## src/sbfd_pkg.sv

```systemverilog
`default_nettype none

package sbfd_pkg;

   localparam int FRAME_BYTES   = 25;
   localparam int NUM_CHANNELS  = 16;
   localparam int CHAN_BITS     = 11;
   localparam int PAYLOAD_BYTES = 22;
   localparam int STREAM_BITS   = NUM_CHANNELS * CHAN_BITS;
   localparam int FILL_BITS     = $clog2(FRAME_BYTES + 1);
   localparam int INDEX_BITS    = $clog2(NUM_CHANNELS);

   localparam logic [FILL_BITS-1:0] FILL_COMPLETE = FILL_BITS'(FRAME_BYTES - 1);

   localparam logic [15:0] GAP_LIMIT_RESET = 16'd2500;
   localparam logic [7:0]  HEADER_RESET    = 8'h0F;
   localparam logic [7:0]  END_BYTE_ZERO   = 8'h00;
   localparam int          FLAG_LOST_BIT   = 3;

   localparam logic [7:0] END_MARKS [4] = '{8'h04, 8'h14, 8'h24, 8'h34};

   localparam int          CSR_ADDR_BITS = 3;
   localparam logic        REG_GAP_LIMIT = 1'b0;
   localparam logic        REG_HEADER    = 1'b1;

   typedef struct packed {
      logic [7:0]  data_byte;
      logic [31:0] time_us;
   } req_item_type;

   typedef struct packed {
      logic [INDEX_BITS-1:0] channel_index;
      logic [CHAN_BITS-1:0]  channel_value;
      logic [7:0]            flags_byte;
      logic                  frame_counted;
      logic                  last;
   } rsp_item_type;

   typedef struct packed {
      logic                   valid;
      logic [7:0]             flags;
      logic [STREAM_BITS-1:0] stream;
   } frame_load_type;

endpackage

`default_nettype wire

```

## src/sbfd_byte_cell.sv

```systemverilog
`default_nettype none

module sbfd_byte_cell (
   input  wire logic       clock,
   input  wire logic       shift,
   input  wire logic [7:0] shift_in,
   output logic      [7:0] value
);

   logic [7:0] value_ff;
   logic [7:0] value_in;

   always_comb begin
      value_in = shift ? shift_in : value_ff;
   end

   always_ff @(posedge clock) begin
      value_ff <= value_in;
   end

   assign value = value_ff;

endmodule

`default_nettype wire

```

## src/sbfd_chan_cell.sv

```systemverilog
`default_nettype none

module sbfd_chan_cell (
   input  wire logic                          clock,
   input  wire logic                          load,
   input  wire logic [sbfd_pkg::CHAN_BITS-1:0] load_value,
   input  wire logic                          shift,
   input  wire logic [sbfd_pkg::CHAN_BITS-1:0] shift_in,
   output logic      [sbfd_pkg::CHAN_BITS-1:0] value
);

   import sbfd_pkg::*;

   logic [CHAN_BITS-1:0] value_ff;
   logic [CHAN_BITS-1:0] value_in;

   always_comb begin
      if (load) begin
         value_in = load_value;
      end else if (shift) begin
         value_in = shift_in;
      end else begin
         value_in = value_ff;
      end
   end

   always_ff @(posedge clock) begin
      value_ff <= value_in;
   end

   assign value = value_ff;

endmodule

`default_nettype wire

```

## src/sbfd_unpacker.sv

```systemverilog
`default_nettype none

module sbfd_unpacker (
   input  wire logic                     clock,
   input  wire logic                     reset,
   input  wire sbfd_pkg::frame_load_type frame_load,
   input  wire logic                     rsp_stall,
   output logic                          rsp_valid,
   output sbfd_pkg::rsp_item_type        rsp_item
);

   import sbfd_pkg::*;

   logic                  busy_ff;
   logic                  busy_in;
   logic [INDEX_BITS-1:0] index_ff;
   logic [INDEX_BITS-1:0] index_in;
   logic [7:0]            flags_ff;
   logic [7:0]            flags_in;
   logic                  take;
   logic                  last_chan;

   logic [CHAN_BITS-1:0] lane_value [NUM_CHANNELS];

   assign take      = busy_ff && !rsp_stall;
   assign last_chan = (index_ff == INDEX_BITS'(NUM_CHANNELS - 1));

   genvar k;
   generate
      for (k = 0; k < NUM_CHANNELS; k++) begin : g_lane
         logic [CHAN_BITS-1:0] next_value;
         if (k == NUM_CHANNELS - 1) begin : g_tail
            assign next_value = '0;
         end else begin : g_mid
            assign next_value = lane_value[k+1];
         end
         sbfd_chan_cell u_cell (
            .clock      (clock),
            .load       (frame_load.valid),
            .load_value (frame_load.stream[k*CHAN_BITS +: CHAN_BITS]),
            .shift      (take),
            .shift_in   (next_value),
            .value      (lane_value[k])
         );
      end
   endgenerate

   always_comb begin
      busy_in  = busy_ff;
      index_in = index_ff;
      flags_in = flags_ff;
      if (frame_load.valid) begin
         busy_in  = 1'b1;
         index_in = '0;
         flags_in = frame_load.flags;
      end else if (take) begin
         index_in = index_ff + 1'b1;
         if (last_chan) begin
            busy_in = 1'b0;
         end
      end
   end

   always_ff @(posedge clock) begin
      if (reset) begin
         busy_ff  <= 1'b0;
         index_ff <= '0;
      end else begin
         busy_ff  <= busy_in;
         index_ff <= index_in;
      end
      flags_ff <= flags_in;
   end

   always_comb begin
      rsp_valid              = busy_ff;
      rsp_item.channel_index = index_ff;
      rsp_item.channel_value = lane_value[0];
      rsp_item.flags_byte    = flags_ff;
      rsp_item.frame_counted = ~flags_ff[FLAG_LOST_BIT];
      rsp_item.last          = last_chan;
   end

endmodule

`default_nettype wire

```

## src/sbus_frame_decoder_top.sv

```systemverilog
// Serial bus frame decoder. One received byte with its microsecond timestamp is taken per item,
// and a new item can be taken every cycle while req_stall is low. A gap above gap_limit_us
// restarts the frame fill. The byte window is a chain of 25 byte cells that shifts once per
// item, so the frame check is done in the same cycle the 25th byte arrives. A frame that
// passes loads a chain of sixteen channel cells and yields sixteen result items, one per cycle
// while rsp_stall is low, channel 0 first and last set on channel 15. req_stall is raised only
// while results of the previous frame are still pending and the window already holds 24
// bytes, since the next byte could complete a new frame. There is no clearing pass after reset.
`default_nettype none

module sbus_frame_decoder_top (
   input  wire logic                                 clock,
   input  wire logic                                 reset,
   input  wire logic                                 req_valid,
   output logic                                      req_stall,
   input  wire sbfd_pkg::req_item_type               req_item,
   output logic                                      rsp_valid,
   input  wire logic                                 rsp_stall,
   output sbfd_pkg::rsp_item_type                    rsp_item,
   input  wire logic                                 csr_psel,
   input  wire logic                                 csr_penable,
   input  wire logic                                 csr_pwrite,
   input  wire logic [sbfd_pkg::CSR_ADDR_BITS-1:0]   csr_paddr,
   input  wire logic [31:0]                          csr_pwdata,
   output logic      [31:0]                          csr_prdata,
   output logic                                      csr_pready
);

   import sbfd_pkg::*;

   logic [15:0]          gap_limit_ff;
   logic [15:0]          gap_limit_in;
   logic [7:0]           header_ff;
   logic [7:0]           header_in;
   logic [FILL_BITS-1:0] fill_ff;
   logic [FILL_BITS-1:0] fill_in;
   logic [31:0]          prev_time_ff;
   logic [31:0]          prev_time_in;
   logic [1:0]           end_index_ff;
   logic [1:0]           end_index_in;

   logic                 req_take;
   logic                 csr_write;
   logic [31:0]          gap;
   logic                 restart;
   logic [FILL_BITS-1:0] fill_eff;
   logic                 complete;
   logic                 frame_match;
   frame_load_type       frame_load;

   logic [7:0] cell_value [FRAME_BYTES];

   assign req_stall = rsp_valid && (fill_ff == FILL_COMPLETE);
   assign req_take  = req_valid && !req_stall;

   genvar i;
   generate
      for (i = 0; i < FRAME_BYTES; i++) begin : g_window
         logic [7:0] next_byte;
         if (i == FRAME_BYTES - 1) begin : g_tail
            assign next_byte = req_item.data_byte;
         end else begin : g_mid
            assign next_byte = cell_value[i+1];
         end
         sbfd_byte_cell u_cell (
            .clock    (clock),
            .shift    (req_take),
            .shift_in (next_byte),
            .value    (cell_value[i])
         );
      end
      for (i = 0; i < PAYLOAD_BYTES; i++) begin : g_stream
         assign frame_load.stream[i*8 +: 8] = cell_value[i+2];
      end
   endgenerate

   always_comb begin
      gap         = req_item.time_us - prev_time_ff;
      restart     = gap > {16'b0, gap_limit_ff};
      fill_eff    = restart ? '0 : fill_ff;
      complete    = (fill_eff == FILL_COMPLETE);
      frame_match = complete && (cell_value[1] == header_ff) &&
                    ((req_item.data_byte == END_BYTE_ZERO) ||
                     (req_item.data_byte == END_MARKS[end_index_ff]));
   end

   assign frame_load.valid = req_take && frame_match;
   assign frame_load.flags = cell_value[FRAME_BYTES-1];

   always_comb begin
      fill_in      = fill_ff;
      prev_time_in = prev_time_ff;
      end_index_in = end_index_ff;
      if (req_take) begin
         prev_time_in = req_item.time_us;
         if (frame_match) begin
            fill_in      = '0;
            end_index_in = end_index_ff + 1'b1;
         end else if (complete) begin
            fill_in = FILL_COMPLETE;
         end else begin
            fill_in = fill_eff + 1'b1;
         end
      end
   end

   assign csr_write  = csr_psel && csr_penable && csr_pwrite && csr_pready;
   assign csr_pready = 1'b1;

   always_comb begin
      gap_limit_in = gap_limit_ff;
      header_in    = header_ff;
      if (csr_write) begin
         case (csr_paddr[2])
            REG_GAP_LIMIT: gap_limit_in = csr_pwdata[15:0];
            REG_HEADER:    header_in    = csr_pwdata[7:0];
            default:       gap_limit_in = gap_limit_ff;
         endcase
      end
   end

   always_comb begin
      case (csr_paddr[2])
         REG_GAP_LIMIT: csr_prdata = {16'b0, gap_limit_ff};
         REG_HEADER:    csr_prdata = {24'b0, header_ff};
         default:       csr_prdata = '0;
      endcase
   end

   always_ff @(posedge clock) begin
      if (reset) begin
         gap_limit_ff <= GAP_LIMIT_RESET;
         header_ff    <= HEADER_RESET;
         fill_ff      <= '0;
         prev_time_ff <= '0;
         end_index_ff <= '0;
      end else begin
         gap_limit_ff <= gap_limit_in;
         header_ff    <= header_in;
         fill_ff      <= fill_in;
         prev_time_ff <= prev_time_in;
         end_index_ff <= end_index_in;
      end
   end

   sbfd_unpacker u_unpacker (
      .clock      (clock),
      .reset      (reset),
      .frame_load (frame_load),
      .rsp_stall  (rsp_stall),
      .rsp_valid  (rsp_valid),
      .rsp_item   (rsp_item)
   );

   a_fill_bound: assert property (@(posedge clock) disable iff (reset)
      fill_ff <= FILL_COMPLETE)
      else $error("Window fill count exceeds the frame length.");

   a_load_when_idle: assert property (@(posedge clock) disable iff (reset)
      frame_load.valid |-> !rsp_valid)
      else $error("A frame was matched while results were still pending.");

   a_match_starts_output: assert property (@(posedge clock) disable iff (reset)
      frame_load.valid |=> (rsp_valid && (rsp_item.channel_index == '0) && (fill_ff == '0)))
      else $error("A matched frame did not start its result items.");

   a_end_index_steps: assert property (@(posedge clock) disable iff (reset)
      !frame_load.valid |=> $stable(end_index_ff))
      else $error("End byte index moved without a matched frame.");

endmodule

`default_nettype wire
```

## config.mk

```make
export PLATFORM = sky130hd
export DESIGN_NAME = sbus_frame_decoder_top
export DESIGN_NICKNAME = d
export VERILOG_FILES = /design/src/sbfd_pkg.sv /design/src/sbfd_byte_cell.sv /design/src/sbfd_chan_cell.sv /design/src/sbfd_unpacker.sv /design/src/sbus_frame_decoder_top.sv
export SDC_FILE = /design/constraint.sdc
export NUM_CORES = 1
export LEC_CHECK = 0
export ABC_AREA = 1
export BUFFER_PORTS_ARGS = -buffer_cell sky130_fd_sc_hd__clkbuf_2
export CORE_MARGIN = 2
export CORE_UTILIZATION = 55
export DETAILED_ROUTE_END_ITERATION = 8
export GPL_ROUTABILITY_DRIVEN = 1
export PLACE_DENSITY = 0.84
export SYNTH_ARGS = -nofsm -noshare
export SYNTH_HDL_FRONTEND = slang
export SYNTH_SLANG_ARGS = --single-unit
```

## constraint.sdc

```tcl
create_clock -name clock -period 20.5 [get_ports clock]
set_input_delay 4.1 -clock clock [delete_from_list [all_inputs] [get_ports clock]]
set_output_delay 4.1 -clock clock [all_outputs]
set_load 0.02 [all_outputs]
```

==> reports/metrics.yaml <==
global_routing:
  grt_first_pass_wirelength_mm: 62.62
  antenna_found_initial: 0
  grt_pass1_vias: 12780
  grt_use_total: 0.2155
  grt.overflow.total: 0
  grt_max_degree: 113
layout:
  synthToLayoutAreaGrowth_pct: 12.05
  final_cells: 2560
  fin_area_sq_um: 21840
  drive_gt1_frac: 0.09786
  fillCellCount: 2614
  seq_area_sq_um: 12650
  multiInputGateArea_sq_um: 5674
  diodes: 0
  final_nets: 2206
worst_setup_path:
  worst-path-stages: 31
  cp-start-kind: "primary input"
  endpoint_kind: "register"
  crit_required_ns: 20.69
  slowest_delay_ns: 0.74
  crit_slowest_cell: "buf_4"
  r2r_cells: 29
  cp_top_family: "simple AND/OR/NAND/NOR gates"
  cp_num_buf_inv: 8
  worstSetupPathType: "in -> reg"
  cpMostUsedCell: "nand2_1"
  critical_path.max_fanout: 62
  cp.arrival_ns: 10.03
floorplan:
  fp.dieW_um: 192.3
  fp-row-count: 68
  start_util: 0.5616
  die-area_sq_um: 36970
  ios: 142
  core_area_sq_um: 34710
  die_h_um: 192.3
clocking:
  cts_tree: "done"
  cts_setup_buffers: 0
  postCtsResizedCells: 0
  clk_pin_slew_ns: 0.06
  root_buffer: "clkbuf_16"
  hold_buffers: 0
  cts_buffers: 45
  cts_sinks: 444
  cts_max_level: 2
  insertion_delay_ns: 0.56
  clockBufferDepth: 3
synthesis:
  synth_common_cells: "nand2_1, edfxtp_1, inv_1"
  synth-edff-count: 376
  syn_area_per_cell_sq_um: 9.900
  synth_top_area_share: 0.5792
  synth_seq_cells: 444
  postSynth.asyncResetShare: 0
  ys_warn_count: 0
  yosys_most_used_dff: "edfxtp_1"
  synthCells: 1969
  synth_area_sq_um: 19490
  yosysUniqueCellTypes: 40
  yosysTopAreaCell: "edfxtp_1"
  synth_most_common_cell: "nand2_1"
  yosys-top-cells-area: "edfxtp_1, nand2_1, dfxtp_1"
  yosysSeqAreaShare: 0.6490
pwr:
  finalPower_uw: 2018
  p_leak_uw: 0.009548
  powerDensity_nw_per_um2: 92.36
  ir_worst_vdd_v: 0.00007284
sta:
  finalHoldViolCount: 0
  tightestPinTransition_ns: 1.118
  max_freq_ghz: 0.1016
  period_share: 0.4800
  period_needed_ns: 9.839
  slew_violations: 0
  finalSetupViolCount: 0
  finalClockSkew_ns: 0.01520
  rsz0062_at_grt: "false"
  fin_tns_setup_ns: 0
  relSlewSlack: 0.2546
place:
  port_buffers: 106
  dp_hpwl_mm: 26.54
  routabilityCongestion: 0.8985
  dp.cells: 2481
  dpl_cell_area_sq_um: 20330
route:
  dr.pass1.iters: 7
  vias: 13160
  ant_nets: 0
  drc: 0
  routed_via_density: 5.141
  drt-total-wl_mm: 39.66
  avgRoutedWirePerCell_um: 15.49
  drt_iter0_drc: 1157
worst_hold_path:
  hp-class: "reg -> reg"
  whs_path_depth: 0
run:
  max_cap_violations: 0
run_status:
  status: "finished clean"
-- metrics by stage --
| step | hold slack, ns | utilization | setup WS [ns] |
|---|---|---|---|
| floorplan | 0.4215 | - | 8.683 |
| global placement | 0.4270 | 0.5855 | 10.13 |
| detailed placement | 0.4331 | 0.5855 | 10.04 |
| CTS | 0.4447 | 0.6293 | 10.61 |
| global route | 0.4534 | 0.6293 | 10.05 |
| finish | 0.4417 | 0.6293 | 10.66 |
-- power by group --
group / switching [uW] / total (uW) / internal [uW]
combinational: 109 / 162 / 52.8
sequential: 15.1 / 1020 / 1000
clock: 337 / 837 / 499
total: 461 / 2020 / 1560
-- per-layer routing --
layer / track usage / routed length (um) / vias up
li1: - / - / 6555
met4: 0.06254 / 933 / 0
met1: 0.2746 / 16600 / 6195
met5: 0 / 0 / -
met3: 0.03001 / 2007 / 77
met2: 0.3845 / 20120 / 333
-- path summary, 6_finish.rpt --
path,startpoint,end,slack (ns)
max,req_item[0],u_unpacker.g_lane[3].u_cell.value[3],10.66
min,g_window[15].u_cell.value[5],g_window[14].u_cell.value[5],0.44
max reg2reg,prev_time_ff[0],u_unpacker.g_lane[3].u_cell.value[3],14.04
min reg2reg,g_window[15].u_cell.value[5],g_window[14].u_cell.value[5],0.44
-- flip-flops by register name, summed over array words and instances (netlist names) --
signal / cells
u_unpacker.g_lane.u_cell.value: 176
fill_ff: 5
prev_time_ff: 32
gap_limit_ff: 16
header_ff: 8
u_unpacker.flags_ff: 8
end_index_ff: 2
u_unpacker.rsp_valid: 1
u_unpacker.index_ff: 4
g_window.u_cell.value: 192
-- area by class of cell --
| class | count | area share |
|---|---|---|
| tap | 455 | 0.02606 |
| multi-input combinational | 1248 | 0.2598 |
| sequential | 444 | 0.5792 |
| inverter | 219 | 0.03809 |
| clock buffer | 56 | 0.05390 |
| timing repair buffer | 115 | 0.02738 |
| clock inverter | 23 | 0.01558 |
-- worst reg2reg max path, delay by kind of cell (launching register included) --
kind / cells / cell delay, ns
DFF: 1 / 0.31
AOI/OAI and AO/OA: 1 / 0.15
buffers and inverters: 6 / 1.84
and+or+nand+nor: 17 / 2.54
xor gates and xnor gates: 1 / 0.12
adders and majority gates: 4 / 1.10
-- kinds of logic (layout without fill, tap and decap cells) --
kind of cell	after synthesis	after routing	synth area share
xor+xnor	21	21	0.009435
buf+inv	292	413	0.06329
fa+ha+maj	51	51	0.03312
compound gates	166	166	0.04422
simple gates	993	993	0.2005
flops	444	444	0.6490
other cells	2	17	0.0003853
-- layout by cell type, fill, tap and decap left out, types with 9 or more instances in the layout --
master	n
nand2_1	811
edfxtp_1	376
inv_1	202
clkbuf_2	106
nor2_1	98
a21oi_1	87
dfxtp_1	68
o21ai_0	67
nand3_1	50
ha_1	50
clkbuf_16	45
conb_1	17
xor2_1	16
inv_2	14
clkbuf_1	10
buf_4	9
No activity file was read; power rests on OpenSTA's default activity.
